===== src/hdl/dvrt_pkg.sv =====
`timescale 1ns / 1ps
package dvrt_pkg;
    localparam int Nodes = 16;
    localparam int NodeW = 4;
    localparam logic [15:0] InfCost = 16'hFFFF;

    // configuration register indexes
    localparam logic [1:0] REG_OWN_ID  = 2'd0;
    localparam logic [1:0] REG_NB_MASK = 2'd1;
    localparam logic [1:0] REG_TIMEOUT = 2'd2;

    typedef enum logic [2:0] {
        CMD_CONTACT = 3'd0,
        CMD_ADVERT  = 3'd1,
        CMD_COST    = 3'd2,
        CMD_TICK    = 3'd3,
        CMD_LOOKUP  = 3'd4
    } cmd_t;

    typedef enum logic [1:0] {
        FWD_HERE = 2'd0,
        FWD_HOP  = 2'd1,
        FWD_NONE = 2'd2
    } fwd_t;

    typedef enum logic [1:0] {
        ST_IDLE,
        ST_EMIT,
        ST_SWEEP
    } state_t;

    // one classified command, queued between front and back
    typedef struct packed {
        cmd_t        cmd;
        logic        peer_ok;
        logic        dest_ok;
        logic [3:0]  peer;
        logic [3:0]  dest;
        logic [15:0] metric;
        logic        self_hop;
        logic [31:0] tval;
    } op_t;

    // one result item
    typedef struct packed {
        logic        kind;
        logic [3:0]  dest_node;
        logic [15:0] route_cost;
        logic [3:0]  hop_node;
        logic        hop_valid;
        logic [1:0]  forward_status;
        logic        last;
    } res_t;
endpackage


===== src/hdl/dvrt_front.sv =====
`timescale 1ns / 1ps
module dvrt_front import dvrt_pkg::*; (
    input  logic        aclk,
    input  logic        aresetn,
    input  logic        s_tvalid,
    output logic        s_tready,
    input  logic [63:0] s_tdata,
    input  logic [3:0]  own_id,
    input  logic [15:0] neighbor_mask,
    output logic        q_valid,
    input  logic        q_pop,
    output op_t         q_op
);
    // two-entry queue
    op_t        mem_reg [2];
    logic       wp_reg, rp_reg;
    logic [1:0] cnt_reg;
    op_t        op;
    logic       push;

    // classify the incoming transfer
    always_comb begin
        op.cmd      = cmd_t'(s_tdata[2:0]);
        op.peer     = s_tdata[6:3];
        op.dest     = s_tdata[10:7];
        op.metric   = s_tdata[26:11];
        op.peer_ok  = (op.peer != own_id) && neighbor_mask[op.peer];
        op.dest_ok  = (op.dest != own_id);
        op.self_hop = s_tdata[31] && (s_tdata[30:27] == own_id);
        op.tval     = s_tdata[63:32];
    end

    assign s_tready = (cnt_reg != 2'd2);
    assign push     = s_tvalid && s_tready;
    assign q_valid  = (cnt_reg != 2'd0);
    assign q_op     = mem_reg[rp_reg];

    always_ff @(posedge aclk) begin
        if (push) mem_reg[wp_reg] <= op;
    end

    // advance pointers
    always_ff @(posedge aclk) begin
        if (!aresetn) begin
            wp_reg  <= 1'b0;
            rp_reg  <= 1'b0;
            cnt_reg <= 2'd0;
        end else begin
            if (push) wp_reg <= ~wp_reg;
            if (q_pop) rp_reg <= ~rp_reg;
            cnt_reg <= cnt_reg + {1'b0, push} - {1'b0, q_pop};
        end
    end
endmodule


===== src/hdl/dvrt_back.sv =====
`timescale 1ns / 1ps
module dvrt_back import dvrt_pkg::*; (
    input  logic        aclk,
    input  logic        aresetn,
    input  logic        q_valid,
    output logic        q_pop,
    input  op_t         q_op,
    input  logic [3:0]  own_id,
    input  logic [15:0] neighbor_mask,
    input  logic [7:0]  down_timeout,
    output logic        m_tvalid,
    input  logic        m_tready,
    output res_t        m_res
);
    logic [15:0] dist_reg [Nodes];
    logic [3:0]  hop_reg  [Nodes];
    logic [Nodes-1:0] hok_reg, down_reg;
    logic [15:0] cost_reg [Nodes];
    logic [31:0] heard_reg [Nodes];
    logic [31:0] now_reg;

    state_t      state_reg, state_next;
    logic [3:0]  idx_reg, idx_next;
    logic        ov_reg;
    res_t        res_reg;
    logic        out_free, emit;
    res_t        res_next;
    logic [16:0] sum;
    logic [15:0] cand;
    logic [3:0]  p, d, lastidx;
    logic [32:0] limit;

    assign out_free = !ov_reg || m_tready;
    assign m_tvalid = ov_reg;
    assign m_res    = res_reg;
    assign p        = q_op.peer;
    assign d        = q_op.dest;
    assign sum      = {1'b0, cost_reg[p]} + {1'b0, q_op.metric};
    assign cand     = sum[16] ? InfCost : sum[15:0];
    assign lastidx  = (own_id == 4'd15) ? 4'd14 : 4'd15;
    assign limit    = {1'b0, heard_reg[idx_reg]} + {25'd0, down_timeout};

    // sequence commands and table walk
    always_comb begin
        state_next = state_reg;
        idx_next   = idx_reg;
        q_pop      = 1'b0;
        emit       = 1'b0;
        res_next   = '0;
        case (state_reg)
            ST_IDLE: begin
                if (q_valid) begin
                    if (q_op.cmd == CMD_TICK) begin
                        state_next = ST_EMIT;
                        idx_next   = '0;
                    end else if (q_op.cmd == CMD_LOOKUP) begin
                        if (out_free) begin
                            q_pop    = 1'b1;
                            emit     = 1'b1;
                            res_next.kind      = 1'b1;
                            res_next.dest_node = d;
                            res_next.last      = 1'b1;
                            if (!q_op.dest_ok) begin
                                res_next.forward_status = FWD_HERE;
                            end else if (hok_reg[d]) begin
                                res_next.route_cost     = dist_reg[d];
                                res_next.hop_node       = hop_reg[d];
                                res_next.hop_valid      = 1'b1;
                                res_next.forward_status = FWD_HOP;
                            end else begin
                                res_next.route_cost     = dist_reg[d];
                                res_next.forward_status = FWD_NONE;
                            end
                        end
                    end else begin
                        q_pop = 1'b1;
                    end
                end
            end
            ST_EMIT: begin
                if (idx_reg == own_id) begin
                    idx_next = idx_reg + 4'd1;
                end else if (out_free) begin
                    emit = 1'b1;
                    res_next.dest_node  = idx_reg;
                    res_next.route_cost = dist_reg[idx_reg];
                    res_next.hop_node   = hok_reg[idx_reg] ? hop_reg[idx_reg] : 4'd0;
                    res_next.hop_valid  = hok_reg[idx_reg];
                    res_next.last       = (idx_reg == lastidx);
                    idx_next = idx_reg + 4'd1;
                    if (idx_reg == lastidx) begin
                        state_next = ST_SWEEP;
                        idx_next   = '0;
                    end
                end
            end
            ST_SWEEP: begin
                idx_next = idx_reg + 4'd1;
                if (idx_reg == 4'd15) begin
                    state_next = ST_IDLE;
                    q_pop      = 1'b1;
                end
            end
            default: state_next = ST_IDLE;
        endcase
    end

    always_ff @(posedge aclk) begin
        if (!aresetn) begin
            state_reg <= ST_IDLE;
            idx_reg   <= '0;
            ov_reg    <= 1'b0;
            hok_reg   <= '0;
            down_reg  <= '0;
            now_reg   <= '0;
            for (int i = 0; i < Nodes; i++) begin
                dist_reg[i]  <= InfCost;
                cost_reg[i]  <= InfCost;
                heard_reg[i] <= '0;
                hop_reg[i]   <= '0;
            end
        end else begin
            state_reg <= state_next;
            idx_reg   <= idx_next;
            // hold result until taken
            if (emit) begin
                ov_reg  <= 1'b1;
                res_reg <= res_next;
            end else if (m_tready) begin
                ov_reg <= 1'b0;
            end
            if (state_reg == ST_IDLE && q_valid) begin
                case (q_op.cmd)
                    CMD_CONTACT: if (q_op.peer_ok) begin
                        heard_reg[p] <= now_reg;
                        if (down_reg[p]) begin
                            down_reg[p] <= 1'b0;
                            if ((hok_reg[p] && hop_reg[p] == p) || cost_reg[p] < dist_reg[p]) begin
                                dist_reg[p] <= cost_reg[p];
                                hop_reg[p]  <= p;
                                hok_reg[p]  <= 1'b1;
                            end
                        end
                    end
                    CMD_ADVERT: if (q_op.peer_ok && q_op.dest_ok) begin
                        if ((hok_reg[d] && hop_reg[d] == p)
                            || (cand < dist_reg[d] && !q_op.self_hop)) begin
                            dist_reg[d] <= cand;
                            hop_reg[d]  <= p;
                            hok_reg[d]  <= 1'b1;
                        end
                    end
                    CMD_COST: if (q_op.peer_ok) begin
                        cost_reg[p] <= q_op.metric;
                        if (!down_reg[p] && ((hok_reg[p] && hop_reg[p] == p)
                            || q_op.metric < dist_reg[p])) begin
                            dist_reg[p] <= q_op.metric;
                            hop_reg[p]  <= p;
                            hok_reg[p]  <= 1'b1;
                        end
                    end
                    CMD_TICK: begin
                        now_reg <= q_op.tval;
                    end
                    default: ;
                endcase
            end
            // sweep: test one link per cycle, drop routes through it
            if (state_reg == ST_SWEEP) begin
                if (idx_reg != own_id && neighbor_mask[idx_reg] && !down_reg[idx_reg]
                    && ({1'b0, now_reg} > limit)) begin
                    down_reg[idx_reg] <= 1'b1;
                    for (int j = 0; j < Nodes; j++) begin
                        if (hok_reg[j] && hop_reg[j] == idx_reg) begin
                            dist_reg[j] <= InfCost;
                            hop_reg[j]  <= '0;
                            hok_reg[j]  <= 1'b0;
                        end
                    end
                end
            end
        end
    end
endmodule


===== src/hdl/distance_vector_route_table.sv =====
`timescale 1ns / 1ps
// Channel | Dir | Payload
// s_      | in  | command, peer, destination, distance, adv_next_hop, adv_hop_valid, time_value
// m_      | out | dest_node, route_cost, hop_node, hop_valid, forward_status; kind; last
// cfg_    | in  | own_id(0), neighbor_mask(1), down_timeout(2)
// Contact, advert and cost change are applied in the back end; a lookup waits until m_ is free.
// A clock tick emits the table entries (own_id's slot is skipped), then sweeps link timeouts.
// Reset is synchronous (aresetn low); the table returns to no routes at once.
// A two-entry queue lets s_ accept while the back end waits on m_tready.
module distance_vector_route_table import dvrt_pkg::*; (
    input  logic        aclk,
    input  logic        aresetn,
    input  logic        s_tvalid,
    output logic        s_tready,
    // command[2:0] peer[6:3] destination[10:7] distance[26:11]
    // adv_next_hop[30:27] adv_hop_valid[31] time_value[63:32]
    input  logic [63:0] s_tdata,
    output logic        m_tvalid,
    input  logic        m_tready,
    // dest_node[3:0] route_cost[19:4] hop_node[23:20] hop_valid[24] forward_status[26:25]
    output logic [31:0] m_tdata,
    // kind
    output logic        m_tuser,
    output logic        m_tlast,
    input  logic        cfg_we,
    input  logic [1:0]  cfg_index,
    input  logic [15:0] cfg_data
);
    logic [3:0]  own_reg;
    logic [15:0] mask_reg;
    logic [7:0]  tmo_reg;
    logic        q_valid, q_pop;
    op_t         q_op;
    res_t        res;

    // configuration registers
    always_ff @(posedge aclk) begin
        if (!aresetn) begin
            own_reg  <= '0;
            mask_reg <= '0;
            tmo_reg  <= 8'd3;
        end else if (cfg_we) begin
            case (cfg_index)
                REG_OWN_ID:  own_reg  <= cfg_data[3:0];
                REG_NB_MASK: mask_reg <= cfg_data;
                REG_TIMEOUT: tmo_reg  <= cfg_data[7:0];
                default: ;
            endcase
        end
    end

    dvrt_front u_front (
        .aclk, .aresetn, .s_tvalid, .s_tready, .s_tdata,
        .own_id(own_reg), .neighbor_mask(mask_reg),
        .q_valid, .q_pop, .q_op
    );

    dvrt_back u_back (
        .aclk, .aresetn, .q_valid, .q_pop, .q_op,
        .own_id(own_reg), .neighbor_mask(mask_reg), .down_timeout(tmo_reg),
        .m_tvalid, .m_tready, .m_res(res)
    );

    assign m_tdata = {5'd0, res.forward_status, res.hop_valid, res.hop_node,
                      res.route_cost, res.dest_node};
    assign m_tuser = res.kind;
    assign m_tlast = res.last;
endmodule


===== config.mk =====
export PLATFORM = sky130hd
export DESIGN_NAME = distance_vector_route_table
export DESIGN_NICKNAME = d
export VERILOG_FILES = /design/src/hdl/dvrt_pkg.sv /design/src/hdl/dvrt_front.sv /design/src/hdl/dvrt_back.sv /design/src/hdl/distance_vector_route_table.sv
export SDC_FILE = /design/constraint.sdc
export NUM_CORES = 2
export LEC_CHECK = 0
export ABC_AREA = 1
export BUFFER_PORTS_ARGS = -buffer_cell sky130_fd_sc_hd__clkbuf_2
export CAP_MARGIN = 20
export CORE_MARGIN = 5
export CORE_UTILIZATION = 45
export DETAILED_ROUTE_END_ITERATION = 12
export PLACE_DENSITY = 0.59
export SYNTH_ARGS = -nofsm -noshare
export SYNTH_HDL_FRONTEND = slang
export SYNTH_SLANG_ARGS = --single-unit

===== constraint.sdc =====
create_clock -name aclk -period 15.55 [get_ports aclk]
set_input_delay 3.11 -clock aclk [delete_from_list [all_inputs] [get_ports aclk]]
set_output_delay 3.11 -clock aclk [all_outputs]
set_load 0.05 [all_outputs]

==> results.sh <==
export IMPL_status="complete, no violations"
export IMPL_drc_errors=0
export IMPL_skew_ns=0.0338
export IMPL_timing_rr_end="u_back.dist_reg[7][10]"
export IMPL_largest_register_ffs=512
export IMPL_postCtsSetupBuffers=0
export IMPL_dp_cells=8813
export IMPL_wl_per_cell_microns=28.3
export IMPL_dieWidth_microns=397
export IMPL_first_iter_violations=8822
export IMPL_max_stage_delay_ns=0.90
export IMPL_reg2reg_depth=37
export IMPL_critical_path_class="register to register"
export IMPL_dieArea_sq_um=158000
export IMPL_fin_setup_tns_ns=0
export IMPL_core_area_sq_um=150000
export IMPL_grt_use_total=0.315
export IMPL_worst_pin_slew_ns=1.30
export IMPL_synth_distinct_cells=60
export IMPL_rows=142
export IMPL_synth_async_reset_ratio=0
export IMPL_gr_total_overflow=0
export IMPL_clockBufferDepth=3
export IMPL_critical_path_top_delay_family="simple AND/OR/NAND/NOR gates"
export IMPL_rrSetupSlack_ns=5.07
export IMPL_ctsResizeCount=0
export IMPL_viasPerCell=6.37
export IMPL_rsz0062_at_grt="false"
export IMPL_cp_slowest_cell="nand2_1"
export IMPL_crit_arrival_ns=10.88
export IMPL_place_area_sq_um=69700
export IMPL_p_leak_nw=24.1
export IMPL_clkTransAtPathRegs_ns=0.06
export IMPL_hold_viol=0
export IMPL_clock_sinks=1349
export IMPL_ioPinCount=123
export IMPL_cts_inserted_buffers=148
export IMPL_nFillCells=13800
export IMPL_numPortBuffers=117
export IMPL_drv_cap=0
export IMPL_gp_routability_congestion=0.934
export IMPL_drive_gt1_frac=0.0925
export IMPL_grt_pass1_vias=53400
export IMPL_cp_endpoint="u_back.dist_reg[7][10]"
export IMPL_final_cells=9095
export IMPL_design_area_sq_um=74500
export IMPL_htreeDepth=4
export IMPL_min_path_type="register to register"
export IMPL_path_depth=37
export IMPL_power_density_nw_per_um2=145
export IMPL_drtPass1Iterations=8
export IMPL_cpMostUsedCell="nand2_1"
export IMPL_syn_inst=7094
export IMPL_netlist_area_sq_um=67600
export IMPL_worstSkewPairLatency_ns=0.81
export IMPL_die_y_microns=397
export IMPL_final_util=0.498
export IMPL_final_seq_area_sq_um=39400
export IMPL_synth_seq_area_share=0.584
export IMPL_dp_hpwl_mm=154
export IMPL_ir_drop_mv=0.133
export IMPL_grt_pass1_wl_mm=370
export IMPL_cp_max_fo=71
export IMPL_cts_tree="yes"
export IMPL_synth_seq_cells=1349
export IMPL_start_util=0.452
export IMPL_synth_top_cell_by_area="edfxtp_1"
export IMPL_cts_hold_buf=0
export IMPL_antenna_found_initial=7
export IMPL_cp_required_ns=15.96
export IMPL_area_growth_syn_to_layout_pct=10.3
export IMPL_synthTopCellsByArea="edfxtp_1 (55%), nor2_1 (6.8%), nand2_1 (6.2%)"
export IMPL_yosys_area_top_type_share=0.552
export IMPL_cp_end_kind="register"
export IMPL_wl_mm=258
export IMPL_setup_viol=0
export IMPL_timing_fmax_mhz=95.5
export IMPL_synth_top_flop_cell="edfxtp_1"
export IMPL_yosysWarnings=0
export IMPL_multi_input_area_sq_um=24800
export IMPL_startpoint_type="register"
export IMPL_synth_most_common_cell="edfxtp_1"
export IMPL_grt_max_degree=197
export IMPL_postRouteAntennaNets=0
export IMPL_fin_crit_sh=0.674
export IMPL_vias=58000
export IMPL_synth_edff_count=1241
export IMPL_syn_area_per_cell_sq_um=9.52
export IMPL_finalNetCount=7154
export IMPL_drv_slew=0
export IMPL_layout_min_cycle_time_ns=10.48
export IMPL_path_buf_inv=5
export IMPL_slew_headroom=0.132
export IMPL_synth_commonest_cells="edfxtp_1 (1241), nor2_1 (1220), nand2_1 (1123), o21ai_0 (821), o22ai_1 (526)"
export IMPL_cts_root_buf="clkbuf_16"
==> logic make-up after synthesis <==
group,Yosys count,synth area share
buffers and inverters,887,0.0533
xor gates and xnor gates,60,0.00778
muxes,1,0.000148
and+or+nand+nor,2827,0.173
adders and majority gates,113,0.0212
other,1,0.0000555
DFF,1349,0.584
AOI/OAI and AO/OA,1856,0.161
==> through the flow <==
| step | setup slack, ns | power [mW] | hold WS (ns) |
|---|---|---|---|
| after detailed placement | 5.27 | 7.26 | 0.444 |
| after global placement | 5.40 | 7.23 | 0.439 |
| after global routing | 4.40 | 11.1 | 0.459 |
| after CTS | 5.25 | 10.7 | 0.451 |
| after floorplan | 7.99 | 6.13 | 0.426 |
| final | 5.07 | 10.8 | 0.453 |
==> worst register-to-register path, delay by kind of cell (launching register included) <==
kind | cells | cell delay (ns)
buf+inv | 5 | 2.22
flops | 1 | 0.66
simple gates | 18 | 4.22
fa+ha+maj | 2 | 0.62
compound gates | 12 | 2.37
==> worst min-delay path by stage <==
stage / start / to / cells after the start
4_1_cts: u_front.rp_reg / u_front.rp_reg / 1
6_report: u_front.rp_reg / u_front.rp_reg / 1
3_5_place_dp: u_front.rp_reg / u_front.rp_reg / 1
5_1_grt: u_front.rp_reg / u_front.rp_reg / 1
3_3_place_gp: u_front.rp_reg / u_front.rp_reg / 1
2_1_floorplan: u_front.rp_reg / register / 1
==> per-layer routing <==
metal | share of wire | vias to the layer above | routed length, microns | GRT usage
met2 | 0.43 | 4010 | 112000 | 0.471
met5 | 0.000047 | - | 12 | 0
met1 | 0.40 | 28100 | 103000 | 0.443
li1 | - | 25100 | - | -
met3 | 0.13 | 772 | 32400 | 0.0824
met4 | 0.043 | 2 | 11100 | 0.118
==> placed cells by master (no fill, tap or decap), drive strengths merged, types with 64 or more instances in the layout <==
master,count
nor2,1243
edfxtp,1241
nand2,1144
o21ai,857
o22ai,526
inv,335
clkbuf,308
nand3,269
a21oi,196
buf,143
o221ai,126
ha,111
dfxtp,108
nand4,89
clkinv,64
==> report_power, final <==
part	internal [mW]	switching [mW]	total, mW
clock	1.97	1.51	3.48
combinational	0.625	2.47	3.09
sequential	4.11	0.113	4.22
total	6.70	4.10	10.8
==> layout make-up <==
type,count,area share
clock inverters,79,0.00834
flip-flops and latches,1349,0.529
well taps,2016,0.0338
inverters,332,0.0170
clock buffers,191,0.0546
multi-input cells,4862,0.332
repair buffers,261,0.0245
diodes,5,0.000168
Power figures use the tool's default switching activity.
